File: src/pdr_pkg.sv
`timescale 1ns / 1ps
`default_nettype none
package pdr_pkg;
	localparam int WORD_W = 32;
	localparam int STEP_W = 16;
	localparam int DPM_W  = 24;
	localparam int GRAV_W = 21;
	localparam int MUL_W  = 33;
	localparam int PROD_W = 2 * MUL_W;
	localparam int RAD_W  = 64;
	localparam int ROOT_W = RAD_W / 2;
	localparam int DVD_W  = 36;
	localparam int QUO_W  = 34;

	typedef logic signed [WORD_W-1:0] word_t;
	typedef logic [0:0] cfg_idx_t;

	localparam cfg_idx_t CFG_DRAG = 1'b0;
	localparam cfg_idx_t CFG_GRAV = 1'b1;

	localparam logic [GRAV_W-1:0] GRAV_RESET = 21'd642253;
	// (2^33 + 1) / 3, exact reciprocal of 3 for numerators below 2^33
	localparam logic [31:0] RECIP3 = 32'd2863311531;
endpackage
`default_nettype wire

File: src/pdr_mul.sv
`timescale 1ns / 1ps
`default_nettype none
module pdr_mul (
	input  logic clk,
	input  logic signed [pdr_pkg::MUL_W-1:0] a,
	input  logic signed [pdr_pkg::MUL_W-1:0] b,
	output logic signed [pdr_pkg::PROD_W-1:0] p_q
);
	always_ff @(posedge clk) begin
		p_q <= a * b;
	end
endmodule
`default_nettype wire

File: config.mk
export PLATFORM = sky130hd
export DESIGN_NAME = pdr_mul
export DESIGN_NICKNAME = d
export VERILOG_FILES = /design/src/pdr_pkg.sv /design/src/pdr_mul.sv
export SDC_FILE = /design/constraint.sdc
export NUM_CORES = 2
export LEC_CHECK = 0
export ABC_AREA = 1
export ABC_CLOCK_PERIOD_IN_PS = 9770
export BUFFER_PORTS_ARGS = -buffer_cell sky130_fd_sc_hd__buf_2
export CAP_MARGIN = 20
export CORE_ASPECT_RATIO = 1.1
export CORE_UTILIZATION = 30
export DETAILED_ROUTE_END_ITERATION = 7
export PLACE_DENSITY_LB_ADDON = 0.15
export SETUP_SLACK_MARGIN = 0.15
export SKIP_LAST_GASP = 1
export SYNTH_ARGS = -nofsm -noshare
export SYNTH_HDL_FRONTEND = slang
export SYNTH_SLANG_ARGS = --single-unit
export TNS_END_PERCENT = 1
File: constraint.sdc
create_clock -name clk -period 9.77 [get_ports clk]
set_input_delay 0 -clock clk [delete_from_list [all_inputs] [get_ports clk]]
set_output_delay 0 -clock clk [all_outputs]
set_load 0.05 [all_outputs]
==> qor.yml <==
final_layout:
  top_register: "p_q"
  finish.instance_area_mm2: 0.0458
  fillers: 15400
  multiInputGateArea_mm2: 0.0338
  largest_register_ffs: 66
  fin_util: 0.322
  largest_registers: "p_q x66"
  drive_above_1_share: 0.0450
  finalNetCount: 6889
  seq_area_mm2: 0.00132
  area_growth_pct: 6.14
worst_setup_path:
  end_kind: "flip-flop"
  criticalPathCategory: "in2reg"
  startpoint_type: "input pin"
  path_max_fanout: 33
  cp-endpoint: "p_q[57]$_DFF_P_"
  cp.required_ps: 10000
  cp-startpoint: "a[32]"
  cp.arrival_ps: 7810
cts:
  hold_buffers: 0
  cts_tree: "yes"
  cts_resized: 0
  numCtsBuffers: 9
  post_cts_buffers: 0
  clock_path_buffers: 2
  cts.reportedPaths.clkPinSlew_ps: 60
  cts_max_level: 3
  root_buffer: "clkbuf_16"
  cts.sinks: 66
routing:
  wl_um: 136000
  wl_per_cell_um: 18.5
  drcViolationCount: 0
  vias_per_cell: 4.35
  antenna_left: 0
  drt-initial-drc-count: 1399
  dr.pass1.iters: 6
  vias: 32100
synthesis:
  ys_warn_count: 0
  synth_cell_types: 35
  synthesis.area_mm2: 0.0432
  yosysMostFrequentCell: "inv_1"
  synth-seq-area-share: 0.0306
  synth_top_family_by_area: "adder cells"
  synth_edf_count: 0
  synthTopCellsByArea: "fa_1 53%, inv_1 16%, nand2_1 13%, ha_1 6.3%, dfxtp_1 3.1%"
  synth_compound_area_frac: 0.0138
  synth_nets: 6972
  ys_top_cells_by_count: "1894 x inv_1, 1517 x nand2_1, 1145 x fa_1, 262 x clkbuf_1, 217 x ha_1"
  syn_inst: 5543
  synthAdderAreaFrac: 0.594
  synth_xor_area_frac: 0.00832
  yosys.area.top_type: "fa_1"
  synth_area_per_cell_um2: 7.79
  dominantRegCellSynth: "dfxtp_1"
  muxShareOfSynthArea: 0
  ys_ff_latch: 66
  async_flop_share: 0
  synth_top_cell_area_share: 0.531
  synthSimpleGateAreaFrac: 0.166
min_path:
  hold_class: "in2reg"
  hp-start: "b[0]"
  hold_depth: 3
global_route:
  grt_start_max_net_pins: 34
  grtUsageTotal: 0.198
  grt_overflow: 0
  antenna_found_initial: 15
  grt_pass1_wl_um: 218000
  grt_pass1_vias: 36900
sta:
  setup_viol_count_final: 0
  finalHoldViolCount: 0
  max_freq_mhz: 132
  fin_setup_tns_ps: 0
  worst_slack_ps: 2190
  maxSlewViolCount: 0
  period_share: 0.776
  fin_crit_ps: 7580
  worstMarginPinSlew_ps: 1070
  rsz0062_at_grt: "false"
  maxSlewHeadroom: 0.289
floorplanning:
  initial_core_util: 0.303
  rows: 145
  die_x_um: 364
  io_pins: 133
  core_mm2: 0.142
  die_h_um: 400
  die_area_mm2: 0.145
placement:
  place.gp.congestion: 0.896
  dpl.hpwl_um: 119000
  dpl_worst_slack_ps: 1790
  dpl_cell_area_mm2: 0.0455
  io_buffer_count: 132
flow_run:
  cap_violations: 0
status:
  outcome: "complete, no violations"
-- critical path, stage by stage --
cell and delay, ps:
buf_2 550, nand2_1 190, inv_1 180, fa_1 490, fa_1 630, fa_1 700
fa_1 1260, fa_1 580, fa_1 500, fa_1 490, inv_1 50, fa_1 480
inv_1 40, ha_1 410, nand2_1 140, nor2_1 280, nand3_1 200, nor2_1 200
o21ai_0 190, nand4_1 130, nand2_1 60
-- worst min-delay path by stage --
| stage | endpoint | slack, ps |
|---|---|---|
| after detailed placement | p_q[32] | 470 |
| after floorplan | p_q[0]$_DFF_P_ | 260 |
| after global routing | p_q[0]$_DFF_P_ | 430 |
| after global placement | p_q[3] | 470 |
| after CTS | p_q[0]$_DFF_P_ | 400 |
| final | p_q[0]$_DFF_P_ | 420 |
-- cells in the final DEF, fill, tap and decap left out, drive strengths merged, types with 14 or more instances in the layout --
cell / netlist / layout
fa: 1145 / 1145
ha: 217 / 217
nand3: 78 / 78
inv: 1895 / 1897
buf: 1 / 169
o21ai: 23 / 23
nand4: 19 / 19
o21bai: 14 / 14
xor2: 37 / 37
a21oi: 65 / 65
dfxtp: 66 / 66
nor2: 154 / 154
nand2: 1534 / 1534
-- layer usage --
| layer | global-route usage | share of wire | wire length [um] |
|---|---|---|---|
| met1 | 0.230 | 0.39 | 53900 |
| met2 | 0.395 | 0.56 | 76100 |
| met3 | 0.0108 | 0.025 | 3350 |
| met4 | 0.0414 | 0.023 | 3130 |
| met5 | 0 | 0.00043 | 59 |
-- cell type report --
| type | instances | share of cell area |
|---|---|---|
| clock buffers | 9 | 0.00491 |
| well taps | 1911 | 0.0522 |
| clock inverters | 7 | 0.00167 |
| inverters | 1895 | 0.155 |
| flip-flops and latches | 66 | 0.0288 |
| repair buffers | 169 | 0.0205 |
| diodes | 3 | 0.000164 |
| multi-input cells | 3319 | 0.737 |
-- per-stage QoR --
step                cells  hold WS (ps)
floorplan            5543           264
finish               7379           419
global placement     7360           470
global route         7378           425
CTS                  7376           400
detailed placement   7360           472
-- logic make-up after synthesis --
kind of cell	count (synthesis)
compound gates	106
xor+xnor	41
flops	66
simple gates	1810
buf+inv	2158
fa+ha+maj	1362
Power is not shown: default switching activity piles up to over one toggle a cycle in this logic, so the estimate is an artifact.
