<file path="config.mk">
export PLATFORM = sky130hd
export DESIGN_NAME = pdr_sqrt
export DESIGN_NICKNAME = d
export VERILOG_FILES = /design/src/pdr_pkg.sv /design/src/pdr_sqrt.sv
export SDC_FILE = /design/constraint.sdc
export NUM_CORES = 1
export LEC_CHECK = 0
export ABC_AREA = 1
export BUFFER_PORTS_ARGS = -buffer_cell sky130_fd_sc_hd__buf_4
export CORE_UTILIZATION = 53
export DETAILED_ROUTE_END_ITERATION = 8
export PLACE_DENSITY = 0.85
export SLEW_MARGIN = 5
export SYNTH_ARGS = -nofsm -noshare
export SYNTH_HDL_FRONTEND = slang
export SYNTH_SLANG_ARGS = --single-unit
export TNS_END_PERCENT = 100
</file>
<file path="constraint.sdc">
create_clock -name clk -period 3 [get_ports clk]
set_clock_uncertainty 0.05 [all_clocks]
set_input_delay 0.15 -clock clk [delete_from_list [all_inputs] [get_ports clk]]
set_output_delay 0.15 -clock clk [all_outputs]
set_load 0.005 [all_outputs]
</file>
<file path="src/pdr_pkg.sv">
`timescale 1ns / 1ps
`default_nettype none
package pdr_pkg;
	localparam int WORD_W = 32;
	localparam int STEP_W = 16;
	localparam int DPM_W  = 24;
	localparam int GRAV_W = 21;
	localparam int MUL_W  = 33;
	localparam int PROD_W = 2 * MUL_W;
	localparam int RAD_W  = 64;
	localparam int ROOT_W = RAD_W / 2;
	localparam int DVD_W  = 36;
	localparam int QUO_W  = 34;

	typedef logic signed [WORD_W-1:0] word_t;
	typedef logic [0:0] cfg_idx_t;

	localparam cfg_idx_t CFG_DRAG = 1'b0;
	localparam cfg_idx_t CFG_GRAV = 1'b1;

	localparam logic [GRAV_W-1:0] GRAV_RESET = 21'd642253;
	// (2^33 + 1) / 3, exact reciprocal of 3 for numerators below 2^33
	localparam logic [31:0] RECIP3 = 32'd2863311531;
endpackage
`default_nettype wire

</file>
<file path="src/pdr_sqrt.sv">
`timescale 1ns / 1ps
`default_nettype none
module pdr_sqrt (
	input  logic clk,
	input  logic arst_n,
	input  logic start,
	input  logic [pdr_pkg::RAD_W-1:0] radicand,
	output logic done,
	output logic [pdr_pkg::ROOT_W-1:0] root
);
	localparam int CW = $clog2(pdr_pkg::ROOT_W);
	localparam int RW = pdr_pkg::ROOT_W + 2;

	logic [pdr_pkg::RAD_W-1:0] rad_q;
	logic [RW-1:0] rem_q;
	logic [pdr_pkg::ROOT_W-1:0] root_q;
	logic [CW-1:0] cnt_q;
	logic busy_q, done_q;
	logic [RW+1:0] r2, trial;

	// one result bit per cycle, two radicand bits shifted in
	assign r2 = {rem_q, rad_q[pdr_pkg::RAD_W-1 -: 2]};
	assign trial = {2'b00, root_q, 2'b01};

	always_ff @(posedge clk or negedge arst_n) begin
		if (!arst_n) begin
			busy_q <= 1'b0;
			done_q <= 1'b0;
			cnt_q <= '0;
		end else begin
			done_q <= 1'b0;
			if (start) begin
				busy_q <= 1'b1;
				cnt_q <= '0;
			end else if (busy_q) begin
				cnt_q <= cnt_q + 1'b1;
				if (cnt_q == CW'(pdr_pkg::ROOT_W - 1)) begin
					busy_q <= 1'b0;
					done_q <= 1'b1;
				end
			end
		end
	end

	always_ff @(posedge clk) begin
		if (start) begin
			rad_q <= radicand;
			rem_q <= '0;
			root_q <= '0;
		end else if (busy_q) begin
			rad_q <= {rad_q[pdr_pkg::RAD_W-3:0], 2'b00};
			if (r2 >= trial) begin
				rem_q <= RW'(r2 - trial);
				root_q <= {root_q[pdr_pkg::ROOT_W-2:0], 1'b1};
			end else begin
				rem_q <= RW'(r2);
				root_q <= {root_q[pdr_pkg::ROOT_W-2:0], 1'b0};
			end
		end
	end

	assign done = done_q;
	assign root = root_q;
endmodule
`default_nettype wire

</file>
==> reports/results.tsv <==
stage	metric	value	unit
finish	fill_cells	1166	
hold_path	worstHoldStart	start	
setup_path	r2r-start	root[5]	
power_and_ir_drop	p_sw_frac	0.459	
timing	hold_violations	0	
floorplanning	die_h	127	um
timing	grt_setup_unrepaired	false	
floorplanning	die-area	16200	um2
timing	fin_ws	0.480	ns
finish	n_antenna_cell	0	
power_and_ir_drop	power_switching	4650	uW
setup_path	path_cells	inv_1 -> ha_1 -> nand2_1 -> nor2_1 -> nand2_1 -> nor2_1 -> nand2_1 -> a21oi_2 -> nor2_2 -> nand2_4 -> buf_4 -> nand2_1 -> nand3_1 -> nand2_1	
finish	design_area	10600	um2
clocking	cts_setup_buffers	0	
placed_design	placed_area	9240	um2
global_routing	grt_max_degree	69	
global_routing	grt_overflow	0	
setup_path	critPathKind	reg2reg	
placed_design	dp_slack	0.517	ns
yosys	synth-seq-cells	137	
timing	setup_viol	0	
setup_path	start_kind	flop	
floorplanning	die_x	127	um
setup_path	crit_path_end_kind	flop	
finish	fin_nets	1451	
floorplanning	rows	45	
hold_path	min_to	rem_q[3]	
timing	worst_pin_slew	0.656	ns
routing	drtIter0Drc	666	
floorplanning	core	15300	um2
placed_design	io_buffer_count	99	
timing	max_freq	397	MHz
setup_path	slowest_delay	0.35	ns
hold_path	hp-class	in2reg	
clocking	cts_buffers	17	
setup_path	cp.required	3.28	ns
power_and_ir_drop	clkPwrFrac	0.231	
power_and_ir_drop	p_int	5500	uW
power_and_ir_drop	combPwrFrac	0.528	
routing	dr.pass1.iters	6	
power_and_ir_drop	seq_power_share	0.241	
setup_path	regToRegSetupSlack	0.48	ns
power_and_ir_drop	powerDensity	961	nW/um2
clocking	cts_tree	yes	
setup_path	crit_fanout	21	
clocking	cts-root-buf	clkbuf_16	
yosys	synth_area_per_cell	7.00	um2
yosys	synth.yosys.warnings	0	
yosys	synth_top_area_share	0.252	
setup_path	critPathMostFrequentCell	nand2_1	
clocking	insertion_delay	0.45	ns
floorplanning	io_pins	100	
timing	fin_setup_tns	0	ns
clocking	cts_max_level	4	
routing	drc_errors	0	
yosys	synth_cell_types	35	
timing	fin_crit	2.52	ns
timing	min_period_over_period	0.840	
clocking	path_clk_slew	0.07	ns
yosys	postSynthCellCount	1189	
run	cap_viol_max_count	0	
power_and_ir_drop	p_leak	0.00548	uW
routing	ant_nets	0	
timing	relSlewSlack	0.562	
setup_path	reg2reg_depth	14	
yosys	netlist_area	8320	um2
power_and_ir_drop	ir_drop	0.539	mV
clocking	cts_hold_buf	67	
global_routing	grt_pass1_vias	8424	
yosys	ys_seq_area_frac	0.411	
setup_path	crit_arrival	2.80	ns
routing	wl	25.6	mm
routing	num_vias	8359	
clocking	cts.sinks	137	
finish	drive_gt1_frac	0.137	
timing	slew_violations	0	
setup_path	critPathSlowestCell	ha_1	
placed_design	dp_hpwl	15.6	mm
finish	area_delta_synth_final	26.9	%
floorplanning	start_util	0.545	
yosys	yosys.area.top_type	nand2_1	
yosys	synth_area_leaders	nand2_1 (25%), edfxtp_1 (23%), dfxtp_1 (16%), inv_1 (6.8%), ha_1 (5.4%)	
setup_path	r2r_end	rem_q[7]	
routing	viasPerCell	5.32	
finish	final_common_cell	nand2_1	
global_routing	antenna_found_initial	0	
routing	wl_per_cell	16.3	um
finish	layout_common_cells	nand2_1 (559), inv_1 (151), buf_4 (108)	
clocking	cts_buffer_depth	2	
placed_design	gp_congestion	0.953	
status	status	complete, no violations	
global_routing	grt_usage	0.333	
hold_path	whs_path_depth	5	
clocking	cts_resized	0	
global_routing	grt_pass1_wl	41.8	mm
yosys	syn-num-nets	1292	
-- final cells by class --
cell class / instances / area, um2 / area share
multi-input cells: 862 / 4130 / 0.391
repair buffers: 177 / 1520 / 0.144
clock inverters: 15 / 223 / 0.0211
inverters: 153 / 576 / 0.0545
clock buffers: 17 / 425 / 0.0403
flip-flops and latches: 137 / 3420 / 0.324
well taps: 211 / 264 / 0.0250
-- flip-flops by register name, indices dropped and copies added (netlist names) --
signal / flops
done: 1
busy_q: 1
root: 32
rad_q: 64
cnt_q: 5
rem_q: 34
-- worst max-delay path, delay by kind of cell, from the launching register on --
kind | cells | cell delay, ns
and+or+nand+nor | 10 | 1.18
buffers and inverters | 2 | 0.36
adders and majority gates | 1 | 0.35
DFF | 1 | 0.33
AOI/OAI and AO/OA | 1 | 0.15
-- cell families after synthesis --
group	after synthesis	synth area share
simple gates	736	0.373
fa+ha+maj	36	0.0542
compound gates	75	0.0528
buf+inv	190	0.0930
xor+xnor	15	0.0158
flops	137	0.411
-- worst max path at each step --
stage | start | to | cells after the start
final | root[5] | rem_q[7] | 14
after global routing | root[7] | rem_q[14] | 15
after CTS | root[26] | rem_q[5] | 14
after detailed placement | root[5] | rem_q[5] | 14
after global placement | root[15] | rem_q[14] | 15
after floorplan | busy_q | rad_q[0] | 3
-- power by group through the flow --
stage | clock network (uW) | registers, uW | logic [uW]
2_1_floorplan | 0 | 2410 | 4050
3_3_place_gp | 0 | 2460 | 5090
3_5_place_dp | 0 | 2470 | 5170
4_1_cts | 2320 | 2440 | 5270
5_1_grt | 2420 | 2470 | 6070
6_report | 2340 | 2450 | 5360
-- Yosys cell counts --
cell type	number
nor2_2	6
nand3b_1	3
nand4_1	10
a21oi_2	1
nand3_2	7
inv_1	151
buf_2	3
a21oi_1	25
dfxtp_1	66
nand3_4	1
nand2_4	1
buf_6	6
nor2_4	3
buf_4	3
xor2_1	8
clkbuf_1	25
and2_1	1
nand3b_2	14
nand2_2	7
edfxtp_1	64
o22ai_1	31
clkinv_1	1
o21ai_0	10
or2_1	1
nor3_1	6
inv_2	1
nor2_1	63
nand3_1	53
a22o_1	1
and3_1	1
o21bai_1	7
ha_1	36
dfrtp_1	7
xnor2_1	7
nand2_1	559
-- per-stage QoR --
stage,util,power [uW],hold slack (ns),cells
after floorplan,-,6460,-0.196,1189
after global placement,0.606,7550,-0.0804,1473
after detailed placement,0.606,7630,-0.0815,1473
after CTS,0.692,10000,0.232,1572
after global routing,0.692,11000,0.285,1572
final,0.692,10200,0.278,1572
-- routing by layer --
layer / wire [um] / GRT usage
met1: 10400 / 0.394
met2: 12700 / 0.585
met3: 1820 / 0.0741
met4: 753 / 0.136
met5: 0 / 0
Power figures use the tool's default switching activity.
