===== src/pdr_pkg.sv =====
`timescale 1ns / 1ps
`default_nettype none
package pdr_pkg;
	localparam int WORD_W = 32;
	localparam int STEP_W = 16;
	localparam int DPM_W  = 24;
	localparam int GRAV_W = 21;
	localparam int MUL_W  = 33;
	localparam int PROD_W = 2 * MUL_W;
	localparam int RAD_W  = 64;
	localparam int ROOT_W = RAD_W / 2;
	localparam int DVD_W  = 36;
	localparam int QUO_W  = 34;

	typedef logic signed [WORD_W-1:0] word_t;
	typedef logic [0:0] cfg_idx_t;

	localparam cfg_idx_t CFG_DRAG = 1'b0;
	localparam cfg_idx_t CFG_GRAV = 1'b1;

	localparam logic [GRAV_W-1:0] GRAV_RESET = 21'd642253;
	// (2^33 + 1) / 3, exact reciprocal of 3 for numerators below 2^33
	localparam logic [31:0] RECIP3 = 32'd2863311531;
endpackage
`default_nettype wire


===== src/pdr_div6.sv =====
`timescale 1ns / 1ps
`default_nettype none
module pdr_div6 (
	input  logic clk,
	input  logic start,
	input  logic [pdr_pkg::DVD_W-1:0] dividend,
	input  logic [pdr_pkg::PROD_W-1:0] prod,
	output logic [31:0] mul_op,
	output logic [pdr_pkg::QUO_W-1:0] quotient
);
	logic [32:0] half_q;
	logic [33:0] hi_sum;

	// floor(d / 6) = floor(floor(d / 2) / 3); dividend stays below 2^34
	always_ff @(posedge clk) begin
		if (start) half_q <= dividend[33:1];
	end

	// low 32 bits go through the shared multiplier, bit 32 adds RECIP3 << 32 here
	assign mul_op = half_q[31:0];
	assign hi_sum = prod[pdr_pkg::PROD_W-1:32]
		+ (half_q[32] ? {2'b00, pdr_pkg::RECIP3} : 34'd0);
	assign quotient = pdr_pkg::QUO_W'(hi_sum >> 1);
endmodule
`default_nettype wire


===== config.mk =====
export PLATFORM = sky130hd
export DESIGN_NAME = pdr_div6
export DESIGN_NICKNAME = d
export VERILOG_FILES = /design/src/pdr_pkg.sv /design/src/pdr_div6.sv
export SDC_FILE = /design/constraint.sdc
export NUM_CORES = 1
export LEC_CHECK = 0
export ABC_AREA = 1
export CAP_MARGIN = 25
export CORE_MARGIN = 4
export CORE_UTILIZATION = 38
export CTS_BUF_LIST = sky130_fd_sc_hd__clkbuf_16
export CTS_CLUSTER_DIAMETER = 40
export DETAILED_ROUTE_END_ITERATION = 16
export DONT_BUFFER_PORTS = 1
export GPL_TIMING_DRIVEN = 0
export PLACE_DENSITY = 0.56
export REMOVE_ABC_BUFFERS = 1
export SETUP_SLACK_MARGIN = 0.05
export SYNTH_ARGS = -nofsm -noshare
export SYNTH_HDL_FRONTEND = slang
export SYNTH_SLANG_ARGS = --single-unit

===== constraint.sdc =====
create_clock -name clk -period 2.4 [get_ports clk]
set_input_delay 0.24 -clock clk [delete_from_list [all_inputs] [get_ports clk]]
set_output_delay 0.24 -clock clk [all_outputs]
set_load 0.1 [all_outputs]

==> results of run 1 <==
-- cell usage in the layout, fill, tap and decap left out, types with 2 or more instances in the layout --
cell type and n:
sky130_fd_sc_hd__nand3_4 4, sky130_fd_sc_hd__buf_4 30, sky130_fd_sc_hd__nand2_2 49, sky130_fd_sc_hd__ha_4 15
sky130_fd_sc_hd__nand2_4 34, sky130_fd_sc_hd__a21oi_2 7, sky130_fd_sc_hd__nor3_4 3, sky130_fd_sc_hd__xnor2_2 3
sky130_fd_sc_hd__nor2_2 9, sky130_fd_sc_hd__and2_1 2, sky130_fd_sc_hd__edfxtp_1 33, sky130_fd_sc_hd__clkbuf_16 10
sky130_fd_sc_hd__o21ai_4 13, sky130_fd_sc_hd__nor3_2 4, sky130_fd_sc_hd__xor2_4 13, sky130_fd_sc_hd__buf_8 3
sky130_fd_sc_hd__inv_2 11, sky130_fd_sc_hd__nand3_2 22, sky130_fd_sc_hd__a21oi_1 6, sky130_fd_sc_hd__nand4_1 2
sky130_fd_sc_hd__buf_6 11, sky130_fd_sc_hd__o21ai_1 2, sky130_fd_sc_hd__o21a_1 2, sky130_fd_sc_hd__nand2_1 37
sky130_fd_sc_hd__o21ai_2 7, sky130_fd_sc_hd__a21oi_4 3, sky130_fd_sc_hd__nor2_1 11, sky130_fd_sc_hd__nor2_4 13
sky130_fd_sc_hd__nand2_8 16, sky130_fd_sc_hd__inv_1 48, sky130_fd_sc_hd__buf_12 11
-- stage by stage --
| step | cells | hold slack (ps) | util | power (mW) |
|---|---|---|---|---|
| 2_1_floorplan | 376 | 339 | - | 2.00 |
| 3_3_place_gp | 475 | 339 | 0.382 | 2.08 |
| 3_5_place_dp | 492 | 339 | 0.442 | 2.34 |
| 4_1_cts | 532 | 60.3 | 0.649 | 3.45 |
| 5_1_grt | 544 | 51.6 | 0.724 | 3.74 |
| 6_report | 544 | 63.1 | 0.724 | 3.64 |
-- layer usage --
metal | vias up | track usage
met1 | 1468 | 0.217
met3 | 59 | 0.0665
li1 | 1338 | -
met2 | 197 | 0.417
met4 | 0 | 0.117
met5 | - | 0
-- how the worst min path moves through the flow --
stage / slack [ps] / to / start
floorplan: 340 / half_q[0]$_DFFE_PP_ / dividend[1]
global placement: 340 / half_q[30]$_DFFE_PP_ / dividend[31]
detailed placement: 340 / half_q[1]$_DFFE_PP_ / dividend[2]
CTS: 60 / half_q[11]$_DFFE_PP_ / dividend[12]
global route: 50 / half_q[14]$_DFFE_PP_ / dividend[15]
finish: 60 / half_q[1]$_DFFE_PP_ / dividend[2]
-- report_power, final --
group / switching, mW / leakage, nW / total (mW) / internal, mW
clock: 0.207 / 0.0826 / 0.687 / 0.481
combinational: 1.29 / 1.84 / 1.92 / 0.631
sequential: 0.334 / 0.323 / 1.03 / 0.692
total: 1.83 / 2.25 / 3.64 / 1.80
-- final cells by class --
| type | instances | area, sq um | area share |
|---|---|---|---|
| clock inverter | 3 | 37.5 | 0.00700 |
| tap | 99 | 124 | 0.0231 |
| inverter | 58 | 218 | 0.0406 |
| multi-input combinational | 285 | 3100 | 0.578 |
| timing repair buffer | 61 | 767 | 0.143 |
| sequential | 33 | 991 | 0.185 |
| clock buffer | 5 | 125 | 0.0233 |
-- critical path, delay by kind of cell (launching register included) --
| kind | cells | cell delay [ps] |
|---|---|---|
| adders and majority gates | 1 | 300 |
| buffers and inverters | 3 | 470 |
| AOI/OAI and AO/OA | 3 | 510 |
| DFF | 1 | 390 |
| and+or+nand+nor | 5 | 560 |
-- cell families after synthesis --
group,Yosys count,share of synthesized area
AND/OR/NAND/NOR,208,0.296
flip-flops,33,0.336
adder cells (fa/ha/maj),17,0.0746
other,1,0.00127
AO/OA/AOI/OAI,42,0.0840
XOR/XNOR,17,0.0505
buffers and inverters,91,0.158
-- what timing repair did --
action                     CTS  global route
buffers inserted            31            12
setup endpoints to repair   32            32
gates resized for setup    229           112
pin swaps                   77            63
cloned                       1             0
==> impl_metrics.ini, run 1 <==
[route]
route.top_layer_used = met4
route.detailed.wl_per_inst_microns = 22.6
totalWireLength_microns = 12300
drcViolationCount = 0
met1Wirelength_microns = 4000
route.antenna.remaining_nets = 0
iteration_0_drc_count_of_the_detailed_router = 145
wl_met3_microns = 1000
dr_total_vias = 3062
avgViaCountPerCell = 5.63
drt_pass1_iterations = 4
met2WireLength_microns = 6610

[timing]
setup_repair_after_global_routing_missed_its_margin = true
fin_crit_ps = 2750
tightestPinTransition_ps = 929
achievable_freq_mhz = 364
slew-limit-headroom = 0.382
timing.final.setup_violations = 30
finalWorstSetupSlack_ps = -351
period_share = 1.15
final_max_tran_viols = 0
report.final.hold_viol_count = 0
fin_tns_setup_ps = -6440

[yosys]
synth-warning-count = 0
most_frequent_cells_after_synthesis = sky130_fd_sc_hd__nand2_1, sky130_fd_sc_hd__inv_1, sky130_fd_sc_hd__buf_4, sky130_fd_sc_hd__edfxtp_1, sky130_fd_sc_hd__nor2_1
synth_sequential_area_ratio = 0.336
synth_ff_type = sky130_fd_sc_hd__edfxtp_1
number_of_synthesized_flops_with_an_enable_pin = 33
synth.area.top_cells = sky130_fd_sc_hd__edfxtp_1, sky130_fd_sc_hd__nand2_1, sky130_fd_sc_hd__buf_4
synthesis.area_sq_um = 2950
yosysTopAreaCell = sky130_fd_sc_hd__edfxtp_1
yosysTopAreaCellShare = 0.336
synth_seq_cells = 33
synth_area_per_cell_sq_um = 7.21
post-synth-top-count-cell = sky130_fd_sc_hd__nand2_1
synthArstFlopShare = 0
yosysUniqueCellTypes = 24
syn-instance-count = 409

[final_layout]
antenna_cells_inserted = 0
fillerInstances = 411
layout-drive-gt1-share = 0.665
flow.area_growth_from_synthesis_pct = 81.7
layout.nets = 565
largest_register_ff_count = 33
max_flop_register = half_q
reg.largest.list = half_q (33)
layout.cell_area.non_filler_sq_um = 5360

[critical_path]
crit_path_start = half_q[32]$_DFFE_PP_
critical_path_required_ps = 2160
cpMaxStageDelayCell = sky130_fd_sc_hd__edfxtp_1
timing.critical_path.cells = buf_4 > buf_12 > buf_12 > ha_4 > nand2_4 > o21ai_4 > nand2_1 > o21ai_0 > a21oi_1 > nand2_1 > nand2_2 > nand2_8
critPathMaxFanout = 5
worstPathArrival_ps = 2510
setup.worst_path.end_class = output pin
critical-path-max-stage-delay_ps = 390
criticalPathCategory = register to output pin
worst_setup_sp_type = register
setup.worst_path.end = quotient[28]

[run_status]
run_status = finished with violations
violated_checks = negative setup slack

[placement]
placedInstanceArea_sq_um = 3270
post-place-ws_ps = -1140
gp_routability_congestion = 0.834
port-buffer-count = 0
dp.final_hpwl_microns = 6600

[die]
initial_cell_density_of_the_core = 0.398
die_area_sq_um = 9240
core_area_sq_um = 7410
floorplan.io_pins = 170
die-width_microns = 96.1
dieHeight_microns = 96.1
num_rows = 31

[grt]
grt_use_total = 0.223
antenna_found_initial = 0
grt_first_pass_wirelength_microns = 15700
grt_remaining_overflow = 0
grt_max_degree = 34
grt_pass1_vias = 3240

[clock_tree]
htree_levels = 2
cts-buffers-inserted = 5
clk_slew_on_worst_s_h_paths_ps = 50
clockBufferDepth = 2
hold_buffers = 0
clockRootBuffer = sky130_fd_sc_hd__clkbuf_16
clkSinkCount = 33
cts_tree = yes

[flow_run]
timing.max_cap.violations = 0

[power_and_ir_drop]
cellLeakagePower_nw = 2.25
pwr_cell_area_nw_per_um2 = 679
vdd.ir_drop.worst_mv = 0.830

[worst_hold_path]
worstHoldPathCells = 0
holdCritPathClass = input pin to register
(Power assumes the default switching activity.)
==> run 2: changes to the inputs <==
CTS_BUF_LIST = not set   (was sky130_fd_sc_hd__clkbuf_16)
==> run 2 against run 1 <==
  * The flow still finishes with violations (negative setup slack)
  * Die area stayed put
  * Via count is 7.9% higher
  * First-iteration DRC count is 49% higher
==> impl_metrics.ini, run 2 (synthesized netlist as in run 1, its figures left out) <==
[die]
die-width_microns = 96.1
die_area_sq_um = 9240
initial_cell_density_of_the_core = 0.398
num_rows = 31
dieHeight_microns = 96.1
core_area_sq_um = 7410
floorplan.io_pins = 170

[timing]
achievable_freq_mhz = 355
fin_crit_ps = 2820
final_max_tran_viols = 0
period_share = 1.17
tightestPinTransition_ps = 929
timing.final.setup_violations = 29
whs_ps = 58.2
setup_repair_after_global_routing_missed_its_margin = true
report.final.hold_viol_count = 0
finalWorstSetupSlack_ps = -418
slew-limit-headroom = 0.382

[route]
drt_pass1_iterations = 5
iteration_0_drc_count_of_the_detailed_router = 216
avgViaCountPerCell = 6.03
route.detailed.wl_per_inst_microns = 25.0
drcViolationCount = 0
route.antenna.remaining_nets = 0
totalWireLength_microns = 13700
dr_total_vias = 3305

[placement]
port-buffer-count = 0
dp.final_hpwl_microns = 6600
gp_routability_congestion = 0.834
placedInstanceArea_sq_um = 3270

[power_and_ir_drop]
p_clk_frac = 0.140
switching_share = 0.529
vdd.ir_drop.worst_mv = 0.659
internal-power_mw = 1.65
pwr_cell_area_nw_per_um2 = 645
seq_pwr_share = 0.294
combinational_share_of_power = 0.567
p_sw_mw = 1.85
cellLeakagePower_nw = 2.30

[clock_tree]
cts_tree = yes
htree_levels = 2
clk_slew_on_worst_s_h_paths_ps = 70
clockRootBuffer = sky130_fd_sc_hd__clkbuf_8
hold_buffers = 0
cts-buffers-inserted = 5
clkSinkCount = 33
clockBufferDepth = 2

[critical_path]
setup.worst_path.end_class = output pin
crit_path_start = half_q[32]$_DFFE_PP_
critical_path_required_ps = 2160
critPathMaxFanout = 5
worstPathArrival_ps = 2580
criticalPathCategory = register to output pin
worst_setup_sp_type = register

[final_layout]
layout.nets = 569
reg.largest.list = half_q (33)
layout_common_cells = sky130_fd_sc_hd__nand2_4, sky130_fd_sc_hd__inv_1, sky130_fd_sc_hd__buf_4
fillerInstances = 391
largest_register_ff_count = 33
mostFrequentLayoutCell = sky130_fd_sc_hd__nand2_4
antenna_cells_inserted = 0
layout.cell_area.non_filler_sq_um = 5420
max_flop_register = half_q
layout-drive-gt1-share = 0.677
flow.area_growth_from_synthesis_pct = 83.5

[run_status]
run_status = finished with violations
violated_checks = negative setup slack

[grt]
grt_pass1_vias = 3225
antenna_found_initial = 0
grt_first_pass_wirelength_microns = 15400
grt_remaining_overflow = 0
grt_use_total = 0.218
grt_max_degree = 34

[worst_hold_path]
holdCritPathClass = input pin to register
hold_path_startpoint = dividend[23]

[flow_run]
timing.max_cap.violations = 0
run 2: cell types whose count changed in the layout (fill, tap and decap cells not counted), sizes merged:
cell	before	now
inv	59	58
clkbuf	10	11
buf	56	60
run 2: layout make-up:
cell class                 count  area [sq um]  share of cell area
clock buffer                   6          72.6              0.0134
clock inverter                 2          33.8             0.00624
inverter                      58           218              0.0402
multi-input combinational    285          3200               0.591
sequential                    33           991               0.183
tap                           99           124              0.0229
timing repair buffer          65           773               0.143
run 2: path summary, 6_finish.rpt:
kind | end | slack (ps) | depth (start not counted)
hold / removal | half_q[22]$_DFFE_PP_ | 60 | 0
setup / recovery | quotient[28] | -420 | 11
run 2: power by group through the flow:
stage               combinational (mW)  clock [mW]  sequential, mW
floorplan                        0.965           0            1.03
global placement                  1.04           0            1.05
detailed placement                1.30           0            1.04
CTS                               1.72       0.503            1.03
global route                      2.04       0.528            1.03
finish                            1.98       0.489            1.03
run 2: critical path, stage by stage, from the launching register on:
cell	delay [ps]
sky130_fd_sc_hd__edfxtp_1	480
sky130_fd_sc_hd__buf_6	210
sky130_fd_sc_hd__buf_12	150
sky130_fd_sc_hd__ha_4	310
sky130_fd_sc_hd__nand2_8	80
sky130_fd_sc_hd__o21ai_4	180
sky130_fd_sc_hd__nand2_2	120
sky130_fd_sc_hd__o21ai_0	290
sky130_fd_sc_hd__a21oi_1	120
sky130_fd_sc_hd__nand2_1	110
sky130_fd_sc_hd__nand2_2	90
sky130_fd_sc_hd__nand2_8	170
run 2: timing repair:
action,CTS,global route
setup endpoints to repair,33,32
hold endpoints to repair,0,0
cloned,1,0
pin swaps,79,97
gates resized for setup,231,133
buffers inserted,46,23
run 2: layer usage:
metal  vias to the layer above  global-route usage  wire length (microns)
li1                       1345                   -                      -
met1                      1577               0.211                   4400
met2                       292               0.410                   6930
met3                        91              0.0657                   1430
met4                         0               0.114                    950
met5                         -                   0                      0
run 2: metrics by stage:
step | util | TNS (ps) | worst slack, ps | power [mW] | std cells
CTS | 0.641 | -5630 | -253 | 3.25 | 531
floorplan | - | -18370 | -1120 | 2.00 | 376
detailed placement | 0.442 | -17660 | -1140 | 2.34 | 492
finish | 0.731 | -7640 | -418 | 3.49 | 548
global route | 0.731 | -10150 | -489 | 3.60 | 548
global placement | 0.382 | -31740 | -1610 | 2.08 | 475
==> run 3: changes to the inputs <==
--- a/config.mk
+++ b/config.mk
@@ -13,5 +13,4 @@
 export DETAILED_ROUTE_END_ITERATION = 16
 export DONT_BUFFER_PORTS = 1
-export GPL_TIMING_DRIVEN = 0
 export PLACE_DENSITY = 0.56
 export REMOVE_ABC_BUFFERS = 1
==> constraint.sdc (replaced) <==
create_clock -name clk -period 2.4 [get_ports clk]
set_input_delay 0.36 -clock clk [delete_from_list [all_inputs] [get_ports clk]]
set_output_delay 0.36 -clock clk [all_outputs]
set_load 0.1 [all_outputs]
==> run 3 against run 2 <==
  * The flow still finishes with violations (negative setup slack)
  * Cell count is 9.7% higher
  * Die area stayed put
  * Largest cell class unchanged
  * Combinational power is 13% higher
==> impl_metrics.ini, run 3 (synthesized netlist as in run 1, its figures left out) <==
[route]
drt_pass1_iterations = 4
route.top_layer_used = met4
totalWireLength_microns = 9540
met2WireLength_microns = 5030
route.antenna.remaining_nets = 0
wl_met3_microns = 887
route.detailed.wl_per_inst_microns = 15.9
avgViaCountPerCell = 5.04
drcViolationCount = 0
dr_total_vias = 3032
met1Wirelength_microns = 3250
iteration_0_drc_count_of_the_detailed_router = 127

[power_and_ir_drop]
fin_total_pwr_mw = 3.45
switching_share = 0.494
vdd.ir_drop.worst_mv = 0.661
combinational_share_of_power = 0.646
seq_pwr_share = 0.209
internal-power_mw = 1.75
pwr_cell_area_nw_per_um2 = 666
p_sw_mw = 1.70
p_clk_frac = 0.146
cellLeakagePower_nw = 2.26

[critical_path]
worstPathArrival_ps = 2430
critPathBufInv = 3
setup.worst_path.end_class = output pin
critical_path_required_ps = 2040
cpMaxStageDelayCell = sky130_fd_sc_hd__edfxtp_1
criticalPathCategory = register to output pin
worst_setup_sp_type = register
timing.critical_path.cells = buf_6 > buf_12 > ha_4 > nand2_4 > o21ai_2 > nand2_1 > nand2_2 > nand2_1 > nand2_2 > nand2_2 > nand2_1 > nand2_1 > nand2_2 > buf_12
critical-path-max-stage-delay_ps = 420
critPathMaxFanout = 8
critical-path-top-delay-family = simple AND/OR/NAND/NOR gates

[placement]
port-buffer-count = 0
gp_routability_congestion = 0.895
post-place-ws_ps = -127
dp.final_hpwl_microns = 6850

[clock_tree]
cts-buffers-inserted = 5
htree_levels = 2
clockRootBuffer = sky130_fd_sc_hd__clkbuf_8
clkSinkCount = 33
cts_tree = yes
clk_slew_on_worst_s_h_paths_ps = 70
clockBufferDepth = 2

[run_status]
violated_checks = negative setup slack
run_status = finished with violations

[final_layout]
sequential_cell_area_sq_um = 991
layout_common_cells = sky130_fd_sc_hd__nand2_1, sky130_fd_sc_hd__buf_4, sky130_fd_sc_hd__inv_1
max_flop_register = half_q
final_core_utilization = 0.699
mostFrequentLayoutCell = sky130_fd_sc_hd__nand2_1
flow.area_growth_from_synthesis_pct = 75.4
largest_register_ff_count = 33
multiInputGateArea_sq_um = 2350
layout.nets = 622
antenna_cells_inserted = 0
fillerInstances = 502
layout-drive-gt1-share = 0.554
reg.largest.list = half_q (33)

[worst_hold_path]
holdCritPathClass = input pin to register
hold-path-endpoint = half_q[16]$_DFFE_PP_
worstHoldPathCells = 0
hold_path_startpoint = dividend[17]

[flow_run]
timing.max_cap.violations = 0

[timing]
fin_tns_setup_ps = -8310
period_share = 1.16
whs_ps = 171
finalWorstSetupSlack_ps = -388
tightestPinTransition_ps = 889
achievable_freq_mhz = 359
timing.final.setup_violations = 30
slew-limit-headroom = 0.408
report.final.hold_viol_count = 0
setup_repair_after_global_routing_missed_its_margin = true
final_max_tran_viols = 0
fin_crit_ps = 2790

[die]
num_rows = 31
die-width_microns = 96.1
dieHeight_microns = 96.1
floorplan.io_pins = 170
initial_cell_density_of_the_core = 0.398
die_area_sq_um = 9240
core_area_sq_um = 7410

[grt]
grt_first_pass_wirelength_microns = 12400
grt_pass1_vias = 2740
grt_use_total = 0.175
grt_remaining_overflow = 0
grt_max_degree = 34
antenna_found_initial = 0
-- run 3: cell count changes in the layout (fill, tap and decap cells not counted), moves of 14 or more --
| cell | before | now |
|---|---|---|
| sky130_fd_sc_hd__nand2_4 | 50 | 12 |
| sky130_fd_sc_hd__nand2_1 | 33 | 81 |
| sky130_fd_sc_hd__buf_12 | 11 | 34 |
| sky130_fd_sc_hd__nand3_1 | 2 | 20 |
| sky130_fd_sc_hd__nand3_2 | 20 | 6 |
| sky130_fd_sc_hd__buf_4 | 36 | 71 |
| sky130_fd_sc_hd__nand2_8 | 18 | 0 |
-- run 3: through the flow --
stage,instance area (sq um),std cells
3_5_place_dp,4150,578
3_3_place_gp,4150,578
5_1_grt,5170,601
6_report,5170,601
4_1_cts,4360,587
2_1_floorplan,2700,376
-- run 3: power groups by stage --
stage                     combinational [mW]  clock, mW  sequential [mW]
final                                   2.23      0.502            0.719
after global routing                    2.31      0.546            0.723
after CTS                               1.99      0.517            0.721
after detailed placement                1.96          0            0.733
after global placement                  1.94          0            0.732
after floorplan                        0.965          0             1.03
-- run 3: worst max-delay path by stage --
| stage | slack [ps] | start | end | depth (start not counted) |
|---|---|---|---|---|
| finish | -390 | half_q[32]$_DFFE_PP_ | quotient[18] | 14 |
| global route | -510 | half_q[32]$_DFFE_PP_ | quotient[32] | 12 |
| CTS | -340 | half_q[32]$_DFFE_PP_ | quotient[17] | 10 |
| detailed placement | -130 | half_q[32]$_DFFE_PP_ | quotient[15] | 12 |
| global placement | -60 | half_q[32]$_DFFE_PP_ | quotient[15] | 12 |
| floorplan | -1240 | half_q[32]$_DFFE_PP_ | quotient[11] | 9 |
-- run 3: cell type report --
cell class,count,share of cell area
tap,99,0.0239
inverter,58,0.0421
clock buffer,5,0.0133
timing repair buffer,118,0.265
sequential,33,0.191
multi-input combinational,285,0.455
clock inverter,3,0.00895
-- run 3: layer usage --
| metal | track usage | up-vias |
|---|---|---|
| met4 | 0.0664 | 0 |
| met1 | 0.181 | 1411 |
| li1 | - | 1453 |
| met2 | 0.326 | 144 |
| met5 | 0 | - |
| met3 | 0.0532 | 24 |
-- run 3: what timing repair did --
action / 4_1_cts / 5_1_grt
hold buffers: 0 / 0
setup buffers: 1 / 13
hold endpoints to repair: 0 / 0
pin swaps: 3 / 61
gates cloned: 0 / 1
resized for setup: 14 / 156
endpoints found under the setup margin: 30 / 31
